--- config.mk ---
export PLATFORM = sky130hd
export DESIGN_NAME = timed_pump_run_scheduler_flat
export DESIGN_NICKNAME = d
export VERILOG_FILES = /design/src/hw/rtl/tprs_pkg.sv /design/src/hw/rtl/tprs_chan_if.sv /design/src/hw/rtl/timed_pump_run_scheduler.sv /design/src/hw/rtl/tprs_ctrl.sv /design/src/hw/rtl/tprs_dp.sv /design/src/flat_wrapper.sv
export VERILOG_INCLUDE_DIRS = /design/src /design/src/hw/rtl
export SDC_FILE = /design/constraint.sdc
export NUM_CORES = 1
export LEC_CHECK = 0
export BUFFER_PORTS_ARGS = -buffer_cell sky130_fd_sc_hd__clkbuf_2
export CORE_MARGIN = 4
export CORE_UTILIZATION = 45
export CTS_CLUSTER_DIAMETER = 100
export DETAILED_ROUTE_END_ITERATION = 8
export PLACE_DENSITY = 0.66
export SLEW_MARGIN = 20
export SYNTH_ARGS = -nofsm -noshare
export SYNTH_HDL_FRONTEND = slang
export SYNTH_SLANG_ARGS = --single-unit
--- constraint.sdc ---
create_clock -name clk -period 7.5 [get_ports clk]
set_input_delay 2.25 -clock clk [delete_from_list [all_inputs] [get_ports clk]]
set_output_delay 2.25 -clock clk [all_outputs]
set_load 0.005 [all_outputs]
--- src/hw/rtl/timed_pump_run_scheduler_macros.svh ---
// Assertion macros for the timed pump run scheduler.
// Used by the top level only; no other dependencies.
`ifndef TIMED_PUMP_RUN_SCHEDULER_MACROS_SVH
`define TIMED_PUMP_RUN_SCHEDULER_MACROS_SVH

// same-cycle implication, disabled while reset is active
`define TPRS_ASSERT_IMP(name, clk, rst_n, ante, cons) \
	name: assert property (@(posedge clk) disable iff (!rst_n) (ante) |-> (cons)) \
		else $error("tprs: same-cycle check failed");

// next-cycle implication, disabled while reset is active
`define TPRS_ASSERT_NEXT(name, clk, rst_n, ante, cons) \
	name: assert property (@(posedge clk) disable iff (!rst_n) (ante) |=> (cons)) \
		else $error("tprs: next-cycle check failed");

`endif

--- src/hw/rtl/tprs_pkg.sv ---
// Shared types and constants for the timed pump run scheduler.
// No dependencies; imported by the top level, the controller and the datapath.
`default_nettype none

package tprs_pkg;

	// field widths
	localparam int DATE_W   = 5;
	localparam int HOUR_W   = 5;
	localparam int MIN_W    = 6;
	localparam int COUNT_W  = 8;
	localparam int CFG_IDX_W = 3;
	localparam int CFG_VAL_W = 6;

	// divider runs one bit of the date per step
	localparam int DIV_STEPS = DATE_W;
	localparam int DIV_CNT_W = $clog2(DIV_STEPS);

	// timing constants
	localparam logic [MIN_W-1:0] RESET_SECOND_WINDOW   = 6'd2;
	localparam logic [MIN_W-1:0] DRY_CHECK_SECOND      = 6'd10;
	localparam logic [MIN_W-1:0] RECOVERY_LEAD_MINUTES = 6'd2;

	// configuration register indexes
	localparam logic [CFG_IDX_W-1:0] CFG_START_HOUR    = 3'd0;
	localparam logic [CFG_IDX_W-1:0] CFG_START_MINUTE  = 3'd1;
	localparam logic [CFG_IDX_W-1:0] CFG_RUN_MINUTES   = 3'd2;
	localparam logic [CFG_IDX_W-1:0] CFG_DAY_DIVISOR   = 3'd3;
	localparam logic [CFG_IDX_W-1:0] CFG_DRST_HOUR     = 3'd4;
	localparam logic [CFG_IDX_W-1:0] CFG_DRST_MINUTE   = 3'd5;
	localparam logic [CFG_IDX_W-1:0] CFG_MRST_DATE     = 3'd6;
	localparam logic [CFG_IDX_W-1:0] CFG_RECOVERY_HRS  = 3'd7;

	// configuration reset values
	localparam logic [HOUR_W-1:0] RST_START_HOUR   = 5'd2;
	localparam logic [MIN_W-1:0]  RST_START_MINUTE = 6'd0;
	localparam logic [MIN_W-1:0]  RST_RUN_MINUTES  = 6'd3;
	localparam logic [DATE_W-1:0] RST_DAY_DIVISOR  = 5'd3;
	localparam logic [HOUR_W-1:0] RST_DRST_HOUR    = 5'd1;
	localparam logic [MIN_W-1:0]  RST_DRST_MINUTE  = 6'd0;
	localparam logic [DATE_W-1:0] RST_MRST_DATE    = 5'd1;
	localparam logic [HOUR_W-1:0] RST_RECOVERY_HRS = 5'd4;

	// command codes
	localparam logic CMD_POWER_UP = 1'b0;
	localparam logic CMD_POLL     = 1'b1;

	typedef struct packed {
		logic               command;
		logic [DATE_W-1:0]  date;
		logic [HOUR_W-1:0]  hour;
		logic [MIN_W-1:0]   minute;
		logic [MIN_W-1:0]   second;
		logic               sensor_dry;
		logic [COUNT_W-1:0] saved_count;
		logic               saved_done;
	} in_item_t;

	typedef struct packed {
		logic               relay_drive;
		logic               sensor_enable;
		logic               beep;
		logic [COUNT_W-1:0] count_now;
		logic               done_now;
		logic               store_count;
		logic               store_done;
	} result_t;

	typedef struct packed {
		logic [CFG_IDX_W-1:0] index;
		logic [CFG_VAL_W-1:0] value;
	} cfg_item_t;

	// controller to datapath
	typedef struct packed {
		logic load;
		logic step;
		logic commit;
	} dp_cmd_t;

	// datapath to controller
	typedef struct packed {
		logic div_last;
	} dp_status_t;

endpackage

`default_nettype wire

--- src/hw/rtl/tprs_chan_if.sv ---
// Valid/ready channel carrying one item of type T.
// Depends on nothing; payload types come from tprs_pkg at instantiation.
`default_nettype none

interface tprs_chan_if #(parameter type T = logic);
	logic valid;
	logic ready;
	T     data;

	modport source (output valid, output data, input ready);
	modport sink (input valid, input data, output ready);
endinterface

`default_nettype wire

--- src/hw/rtl/timed_pump_run_scheduler.sv ---
// Timed pump run scheduler, top level.
// Each item is loaded, taken through 5 bit-serial date divide steps, then committed.
// A new item is taken only after the last commits; commit waits until the output is free.
// A finished result waits in the output register while the next item is taken.
// Reset (arst_n low, asynchronous): config to defaults, relay off, water ok, count 0.
`default_nettype none

`include "timed_pump_run_scheduler_macros.svh"

module timed_pump_run_scheduler
	import tprs_pkg::*;
(
	input  wire logic   clk,
	input  wire logic   arst_n,
	tprs_chan_if.sink   item_in,
	tprs_chan_if.source result_out,
	tprs_chan_if.sink   cfg
);

	dp_cmd_t    cmd;
	dp_status_t status;
	logic       in_ready;
	logic       out_valid;
	result_t    res;

	// config writes are always taken
	assign cfg.ready = 1'b1;

	tprs_ctrl u_ctrl (
		.clk       (clk),
		.arst_n    (arst_n),
		.in_valid  (item_in.valid),
		.in_ready  (in_ready),
		.out_ready (result_out.ready),
		.out_valid (out_valid),
		.status    (status),
		.cmd       (cmd)
	);

	tprs_dp u_dp (
		.clk      (clk),
		.arst_n   (arst_n),
		.cmd      (cmd),
		.status   (status),
		.in_data  (item_in.data),
		.cfg_we   (cfg.valid),
		.cfg_data (cfg.data),
		.res      (res)
	);

	assign item_in.ready    = in_ready;
	assign result_out.valid = out_valid;
	assign result_out.data  = res;

	// checks
	`TPRS_ASSERT_NEXT(a_accept_blocks, clk, arst_n, item_in.valid && item_in.ready, !item_in.ready)
	`TPRS_ASSERT_IMP(a_beep_relay, clk, arst_n, result_out.valid && result_out.data.beep, result_out.data.relay_drive)
	`TPRS_ASSERT_IMP(a_sensor_relay, clk, arst_n, result_out.valid, result_out.data.sensor_enable == result_out.data.relay_drive)

endmodule

`default_nettype wire

--- src/hw/rtl/tprs_ctrl.sv ---
// Controller for the pump scheduler: sequences load, date divide and commit.
// Depends on tprs_pkg.
`default_nettype none

module tprs_ctrl
	import tprs_pkg::*;
(
	input  wire logic       clk,
	input  wire logic       arst_n,
	input  wire logic       in_valid,
	output logic            in_ready,
	input  wire logic       out_ready,
	output logic            out_valid,
	input  wire dp_status_t status,
	output dp_cmd_t         cmd
);

	localparam logic [1:0] ST_IDLE = 2'd0;
	localparam logic [1:0] ST_DIV  = 2'd1;
	localparam logic [1:0] ST_EXEC = 2'd2;

	logic [1:0] state_q;
	logic [1:0] state_d;
	logic       out_valid_q;

	// commands
	always_comb begin
		in_ready   = (state_q == ST_IDLE);
		cmd.load   = in_valid && in_ready;
		cmd.step   = (state_q == ST_DIV);
		cmd.commit = (state_q == ST_EXEC) && (!out_valid_q || out_ready);
	end

	// next state
	always_comb begin
		state_d = state_q;
		unique case (state_q)
			ST_IDLE: begin
				if (cmd.load) state_d = ST_DIV;
			end
			ST_DIV: begin
				if (status.div_last) state_d = ST_EXEC;
			end
			ST_EXEC: begin
				if (cmd.commit) state_d = ST_IDLE;
			end
			default: begin
				state_d = ST_IDLE;
			end
		endcase
	end

	always_ff @(posedge clk or negedge arst_n) begin
		if (!arst_n) begin
			state_q     <= ST_IDLE;
			out_valid_q <= 1'b0;
		end else begin
			state_q <= state_d;
			if (cmd.commit) begin
				out_valid_q <= 1'b1;
			end else if (out_ready) begin
				out_valid_q <= 1'b0;
			end
		end
	end

	assign out_valid = out_valid_q;

endmodule

`default_nettype wire

--- src/hw/rtl/tprs_dp.sv ---
// Datapath for the pump scheduler: config registers, item latch, bit-serial
// date remainder, scheduling rules and result register. Depends on tprs_pkg.
`default_nettype none

module tprs_dp
	import tprs_pkg::*;
(
	input  wire logic      clk,
	input  wire logic      arst_n,
	input  wire dp_cmd_t   cmd,
	output dp_status_t     status,
	input  wire in_item_t  in_data,
	input  wire logic      cfg_we,
	input  wire cfg_item_t cfg_data,
	output result_t        res
);

	typedef struct packed {
		logic [HOUR_W-1:0] hour;
		logic [MIN_W-1:0]  minute;
	} hm_t;

	// minute add with carry into the hour, hour wraps once at 24
	function automatic hm_t add_minutes(input logic [HOUR_W-1:0] h,
		input logic [MIN_W-1:0] m, input logic [MIN_W-1:0] add);
		logic [MIN_W:0]    sum;
		logic [1:0]        q;
		logic [MIN_W:0]    rem;
		logic [HOUR_W:0]   hr;
		hm_t               r;
		sum = {1'b0, m} + {1'b0, add};
		if (sum >= 7'd120) begin
			q   = 2'd2;
			rem = sum - 7'd120;
		end else if (sum >= 7'd60) begin
			q   = 2'd1;
			rem = sum - 7'd60;
		end else begin
			q   = 2'd0;
			rem = sum;
		end
		hr = {1'b0, h} + {4'd0, q};
		if (hr >= 6'd24) hr = hr - 6'd24;
		r.hour   = hr[HOUR_W-1:0];
		r.minute = rem[MIN_W-1:0];
		return r;
	endfunction

	// configuration registers
	logic [HOUR_W-1:0] start_hour_q;
	logic [MIN_W-1:0]  start_minute_q;
	logic [MIN_W-1:0]  run_minutes_q;
	logic [DATE_W-1:0] day_divisor_q;
	logic [HOUR_W-1:0] drst_hour_q;
	logic [MIN_W-1:0]  drst_minute_q;
	logic [DATE_W-1:0] mrst_date_q;
	logic [HOUR_W-1:0] recovery_hrs_q;

	// scheduler state
	logic               relay_q;
	logic               done_q;
	logic               water_q;
	logic [COUNT_W-1:0] count_q;
	logic [HOUR_W-1:0]  sched_hour_q;
	logic [MIN_W-1:0]   sched_minute_q;

	// item latch and divider
	in_item_t           item_q;
	logic [DATE_W-1:0]  div_sh_q;
	logic [DATE_W-1:0]  rem_q;
	logic [DIV_CNT_W-1:0] div_cnt_q;

	result_t            res_q;

	// config writes
	always_ff @(posedge clk or negedge arst_n) begin
		if (!arst_n) begin
			start_hour_q   <= RST_START_HOUR;
			start_minute_q <= RST_START_MINUTE;
			run_minutes_q  <= RST_RUN_MINUTES;
			day_divisor_q  <= RST_DAY_DIVISOR;
			drst_hour_q    <= RST_DRST_HOUR;
			drst_minute_q  <= RST_DRST_MINUTE;
			mrst_date_q    <= RST_MRST_DATE;
			recovery_hrs_q <= RST_RECOVERY_HRS;
		end else if (cfg_we) begin
			unique case (cfg_data.index)
				CFG_START_HOUR:   start_hour_q   <= cfg_data.value[HOUR_W-1:0];
				CFG_START_MINUTE: start_minute_q <= cfg_data.value;
				CFG_RUN_MINUTES:  run_minutes_q  <= cfg_data.value;
				CFG_DAY_DIVISOR:  day_divisor_q  <= cfg_data.value[DATE_W-1:0];
				CFG_DRST_HOUR:    drst_hour_q    <= cfg_data.value[HOUR_W-1:0];
				CFG_DRST_MINUTE:  drst_minute_q  <= cfg_data.value;
				CFG_MRST_DATE:    mrst_date_q    <= cfg_data.value[DATE_W-1:0];
				CFG_RECOVERY_HRS: recovery_hrs_q <= cfg_data.value[HOUR_W-1:0];
				default: ;
			endcase
		end
	end

	// restoring remainder step: one date bit per cycle
	logic [DATE_W-1:0] divisor;
	logic [DATE_W:0]   trial;
	logic [DATE_W-1:0] rem_next;

	always_comb begin
		divisor = (day_divisor_q == '0) ? DATE_W'(1) : day_divisor_q;
		trial   = {rem_q, div_sh_q[DATE_W-1]};
		if (trial >= {1'b0, divisor}) begin
			rem_next = DATE_W'(trial - {1'b0, divisor});
		end else begin
			rem_next = trial[DATE_W-1:0];
		end
	end

	assign status.div_last = (div_cnt_q == DIV_CNT_W'(DIV_STEPS - 1));

	always_ff @(posedge clk) begin
		if (cmd.load) begin
			item_q    <= in_data;
			div_sh_q  <= in_data.date;
			rem_q     <= '0;
			div_cnt_q <= '0;
		end else if (cmd.step) begin
			div_sh_q  <= {div_sh_q[DATE_W-2:0], 1'b0};
			rem_q     <= rem_next;
			div_cnt_q <= div_cnt_q + DIV_CNT_W'(1);
		end
	end

	// scheduling rules for the latched item
	logic               date_ok;
	logic               reset_time;
	logic               n_relay;
	logic               n_done;
	logic               n_water;
	logic [COUNT_W-1:0] n_count;
	logic [HOUR_W-1:0]  n_sh;
	logic [MIN_W-1:0]   n_sm;
	logic               n_beep;
	logic               n_stc;
	logic               n_std;
	logic [HOUR_W:0]    win_end;
	hm_t                lead;
	hm_t                stop;

	always_comb begin
		date_ok    = (rem_q == '0);
		reset_time = (item_q.hour == drst_hour_q) && (item_q.minute == drst_minute_q) &&
			(item_q.second < RESET_SECOND_WINDOW);
		win_end    = {1'b0, start_hour_q} + {1'b0, recovery_hrs_q};
		lead       = add_minutes(item_q.hour, item_q.minute, RECOVERY_LEAD_MINUTES);
		n_relay    = relay_q;
		n_done     = done_q;
		n_water    = water_q;
		n_count    = count_q;
		n_sh       = sched_hour_q;
		n_sm       = sched_minute_q;
		n_beep     = 1'b0;
		n_stc      = 1'b0;
		n_std      = 1'b0;
		stop       = '0;
		if (item_q.command == CMD_POWER_UP) begin
			n_relay = 1'b0;
			n_water = 1'b1;
			n_count = item_q.saved_count;
			n_done  = item_q.saved_done;
			n_sh    = start_hour_q;
			n_sm    = start_minute_q;
			if (item_q.hour >= start_hour_q && {1'b0, item_q.hour} < win_end &&
				!item_q.saved_done) begin
				n_sh = lead.hour;
				n_sm = lead.minute;
			end
		end else begin
			// daily reset
			if (reset_time && done_q) begin
				n_done  = 1'b0;
				n_water = 1'b1;
				n_std   = 1'b1;
				n_sh    = start_hour_q;
				n_sm    = start_minute_q;
			end
			// monthly reset
			if (reset_time && item_q.date == mrst_date_q) begin
				n_count = '0;
				n_stc   = 1'b1;
			end
			stop = add_minutes(n_sh, n_sm, run_minutes_q);
			if (!relay_q) begin
				// start rule
				if (date_ok && item_q.hour == n_sh && item_q.minute == n_sm && n_water) begin
					n_relay = 1'b1;
					n_beep  = 1'b1;
				end
			end else begin
				// stop rule
				if (date_ok && item_q.hour == stop.hour && item_q.minute == stop.minute) begin
					n_relay = 1'b0;
					n_count = n_count + COUNT_W'(1);
					n_stc   = 1'b1;
					n_sh    = start_hour_q;
					n_sm    = start_minute_q;
					n_done  = 1'b1;
					n_std   = 1'b1;
				end
				// dry sensor check
				if (item_q.second >= DRY_CHECK_SECOND) begin
					if (item_q.sensor_dry) begin
						n_water = 1'b0;
						n_relay = 1'b0;
					end else begin
						n_water = 1'b1;
					end
				end
			end
		end
	end

	// state update on commit
	always_ff @(posedge clk or negedge arst_n) begin
		if (!arst_n) begin
			relay_q        <= 1'b0;
			done_q         <= 1'b0;
			water_q        <= 1'b1;
			count_q        <= '0;
			sched_hour_q   <= RST_START_HOUR;
			sched_minute_q <= RST_START_MINUTE;
		end else if (cmd.commit) begin
			relay_q        <= n_relay;
			done_q         <= n_done;
			water_q        <= n_water;
			count_q        <= n_count;
			sched_hour_q   <= n_sh;
			sched_minute_q <= n_sm;
		end
	end

	// result register
	always_ff @(posedge clk) begin
		if (cmd.commit) begin
			res_q.relay_drive   <= n_relay;
			res_q.sensor_enable <= n_relay;
			res_q.beep          <= n_beep;
			res_q.count_now     <= n_count;
			res_q.done_now      <= n_done;
			res_q.store_count   <= n_stc;
			res_q.store_done    <= n_std;
		end
	end

	assign res = res_q;

endmodule

`default_nettype wire

--- src/flat_wrapper.sv ---
// flat-port wrapper written by rule: the top's interface ports become plain ports
module timed_pump_run_scheduler_flat import tprs_pkg::*;
  (clk, arst_n, item_in_valid, item_in_data, item_in_ready, result_out_valid, result_out_data, result_out_ready, cfg_valid, cfg_data, cfg_ready);
  tprs_chan_if #(.T(in_item_t)) item_in_i ();
  tprs_chan_if #(.T(result_t)) result_out_i ();
  tprs_chan_if #(.T(cfg_item_t)) cfg_i ();
  input  wire logic clk;
  input  wire logic arst_n;
  input wire logic [$bits(item_in_i.valid)-1:0] item_in_valid;
  input wire logic [$bits(item_in_i.data)-1:0] item_in_data;
  output wire logic [$bits(item_in_i.ready)-1:0] item_in_ready;
  output wire logic [$bits(result_out_i.valid)-1:0] result_out_valid;
  output wire logic [$bits(result_out_i.data)-1:0] result_out_data;
  input wire logic [$bits(result_out_i.ready)-1:0] result_out_ready;
  input wire logic [$bits(cfg_i.valid)-1:0] cfg_valid;
  input wire logic [$bits(cfg_i.data)-1:0] cfg_data;
  output wire logic [$bits(cfg_i.ready)-1:0] cfg_ready;
  assign item_in_i.valid = item_in_valid;
  assign item_in_i.data = item_in_data;
  assign item_in_ready = item_in_i.ready;
  assign result_out_valid = result_out_i.valid;
  assign result_out_data = result_out_i.data;
  assign result_out_i.ready = result_out_ready;
  assign cfg_i.valid = cfg_valid;
  assign cfg_i.data = cfg_data;
  assign cfg_ready = cfg_i.ready;
  timed_pump_run_scheduler u_core (.clk(clk), .arst_n(arst_n), .item_in(item_in_i), .result_out(result_out_i), .cfg(cfg_i));
endmodule
==> run_results.csv <==
group,metric,value,unit
cts,root_buffer,"clkbuf_16",
worst_setup_path,path_max_fanout,7,
sta,setup_violations,0,
global_routing,grt_pass1_wl,29.6,mm
die,core_area,16800,um^2
sta,finalCriticalPeriod,7.08,ns
worst_setup_path,slowest_delay,0.59,ns
cts,cts_buffers,17,
route,ant_nets,0,
synth,ys.flop_type,"dfrtp_1",
worst_setup_path,required,7.64,ns
synth,synth_area,7760,um^2
route,firstDrtPassIters,5,
cells_and_area,drive_above_1_share,0.244,
placed_design,numPortBuffers,61,
synth,async_reset_ff_frac,0.540,
cells_and_area,antenna_cells,0,
sta,setup_ws,0.418,ns
die,rows,47,
worst_setup_path,cp.arrival,7.22,ns
pwr,power.density,377,nW/um^2
die,initial_core_util,0.463,
sta,slew_headroom,0.300,
hold_path,hold_depth,2,
synth,syn_nets,852,
synth,synth.ff_latch_count,126,
global_routing,grt_max_degree,69,
sta,clock_skew,0.0134,ns
sta,period_share,0.944,
cts,path_clk_slew,0.05,ns
die,die_w,139,um
route,drt_iter0_drc,328,
route,viasPerCell,5.54,
cts,clk_latency,0.41,ns
sta,finalHoldViolCount,0,
sta,tightest_slew,1.05,ns
synth,synth.top_cell.area_share,0.193,
worst_setup_path,r2r_cells,32,
sta,slew_violations,0,
synth,yosysSeqAreaShare,0.435,
pwr,irDropWorstVdd,0.253,mV
synth,synth_edf_count,50,
run_status,status,"finished, final reports clean",
global_routing,grt_pass1_vias,5780,
route,wl,17.9,mm
worst_setup_path,end_kind,"flop",
global_routing,track_usage,0.188,
worst_setup_path,start_kind,"flop",
cts,cts_tree,"done",
placed_design,routabilityCongestion,0.865,
sta,hold_slack,0.471,ns
worst_setup_path,crit_top_cell,"o21ai_0",
flow_run,drv_cap,0,
synth,synth_top_area_cell,"edfxtp_1",
sta,fin_setup_tns,0,ns
cts,clockBufferDepth,2,
route,route.detailed.drc,0,
synth,yosysUniqueCellTypes,79,
synth,ys.warnings.count,0,
cells_and_area,fin_nets,934,
die,ios,64,
cts,cts_hold_buf,0,
synth,synth_area_per_cell,10.2,um^2
global_routing,overflow,0,
die,dieArea,19400,um^2
hold_path,min_path_type,"flop to flop",
sta,max_freq,141,MHz
cts,cts_sinks,126,
route,num_vias,5966,
die,die_y,139,um
synth,synth_cells,761,
route,wl_per_cell,16.7,um
cts,htreeDepth,4,
placed_design,place_ws,0.105,ns
sta,grt_setup_unrepaired,"false",
synth,synth_area_leaders,"edfxtp_1 19%, dfrtp_1 19%, mux2_2 6.7%, ha_1 6.3%, dfstp_2 3.4%",
pwr,p_leak,3.88,nW
global_routing,antenna_found_initial,0,
synth,synth_commonest_cells,"59 x nand2_1, 58 x dfrtp_1, 50 x edfxtp_1",
worst_setup_path,worst_path_max_delay_cell,"or4_4",
cells_and_area,area_delta_synth_final,17.0,%
placed_design,dp_hpwl,13.5,mm
worst_setup_path,critPathKind,"flop to flop",
synth,synth.most_common_cell,"nand2_1",
-- sequential cells by signal (all words and copies together), names as in the netlist, 2 cells and up --
| signal | count |
|---|---|
| u_core.u_dp.start_minute_q | 6 |
| u_core.u_ctrl.state_q | 2 |
| u_core.u_dp.div_sh_q | 5 |
| u_core.u_dp.drst_hour_q | 5 |
| u_core.u_dp.count_q | 8 |
| u_core.u_dp.res | 13 |
| u_core.u_dp.recovery_hrs_q | 5 |
| u_core.u_dp.rem_q | 5 |
| u_core.u_dp.mrst_date_q | 5 |
| u_core.u_dp.drst_minute_q | 6 |
| u_core.u_dp.day_divisor_q | 5 |
| u_core.u_dp.sched_minute_q | 6 |
| u_core.u_dp.sched_hour_q | 5 |
| u_core.u_dp.item_q | 32 |
| u_core.u_dp.div_cnt_q | 3 |
| u_core.u_dp.start_hour_q | 5 |
| u_core.u_dp.run_minutes_q | 6 |
-- final cells by class --
cell class | instances | area, um^2
clock inverter | 7 | 90.1
tap | 220 | 275
inverter | 48 | 180
sequential | 126 | 3380
clock buffer | 25 | 475
timing repair buffer | 98 | 596
multi-input combinational | 552 | 4090
fill | 1502 | 7680
-- power by group --
group / internal (mW) / switching, mW / leakage (nW)
registers: 0.926 / 0.141 / 1.34
logic: 0.706 / 0.863 / 2.28
clock network: 0.504 / 0.281 / 0.263
total: 2.14 / 1.29 / 3.88
-- path summary, 6_finish.rpt --
path	start	end	slack (ns)
setup / recovery	u_core.u_dp.item_q[15]	u_core.u_dp.res[7]	0.42
hold / removal	u_core.u_dp.rem_q[4]	u_core.u_dp.rem_q[4]	0.47
setup reg to reg	u_core.u_dp.item_q[15]	u_core.u_dp.res[7]	0.42
hold reg to reg	u_core.u_dp.rem_q[4]	u_core.u_dp.rem_q[4]	0.47
max in group asynchronous	arst_n	u_core.u_dp.drst_hour_q[3]	4.85
min in group asynchronous	arst_n	u_core.u_dp.count_q[5]	2.04
-- cell usage in the layout (no fill, tap or decap), types with 14 or more instances in the layout --
cell type	synthesis	layout
clkbuf_2	1	60
nand2_1	59	59
dfrtp_1	58	58
edfxtp_1	50	50
mux2_2	46	46
inv_1	45	44
nor2_1	44	44
a21oi_1	40	39
ha_1	39	38
buf_4	7	36
o21ai_0	35	35
xor2_1	29	29
xnor2_1	25	24
nand3_1	17	17
clkbuf_16	0	17
nor3_1	15	15
mux2i_1	15	14
-- worst max-delay path, delay by kind of cell (launching register included) --
family,cells,cell delay [ns]
buffers and inverters,4,0.42
multiplexers,2,0.45
AO/OA/AOI/OAI,7,1.06
AND/OR/NAND/NOR,12,2.67
adder cells (fa/ha/maj),5,1.34
flip-flops,1,0.38
XOR/XNOR,2,0.47
-- kinds of logic after synthesis --
kind of cell	count (synthesis)	synth area share
simple gates	232	0.157
compound gates	158	0.136
flops	126	0.435
buf+inv	83	0.0451
mux	63	0.0893
xor+xnor	54	0.0609
fa+ha+maj	44	0.0757
other cells	1	0.000483
-- routing by layer --
layer	GRT usage	vias to the layer above	wire (um)
met1	0.263	2882	8350
met3	0.0295	22	752
met2	0.302	130	8510
li1	-	2932	-
met4	0.0608	0	328
met5	0	-	0
-- stage by stage --
step | area, um^2 | cells | utilization | total power [mW]
floorplan | 7760 | 761 | - | 2.18
global placement | 8450 | 1042 | 0.504 | 2.55
detailed placement | 8450 | 1042 | 0.504 | 2.58
CTS | 9020 | 1074 | 0.538 | 3.38
global route | 9080 | 1076 | 0.542 | 3.70
finish | 9080 | 1076 | 0.542 | 3.42
-- timing repair --
action	in CTS	in global routing
endpoints found under the hold margin	0	0
gates resized for setup	0	11
endpoints found under the setup margin	0	32
setup buffers	0	2
No activity file was read; power rests on OpenSTA's default activity.
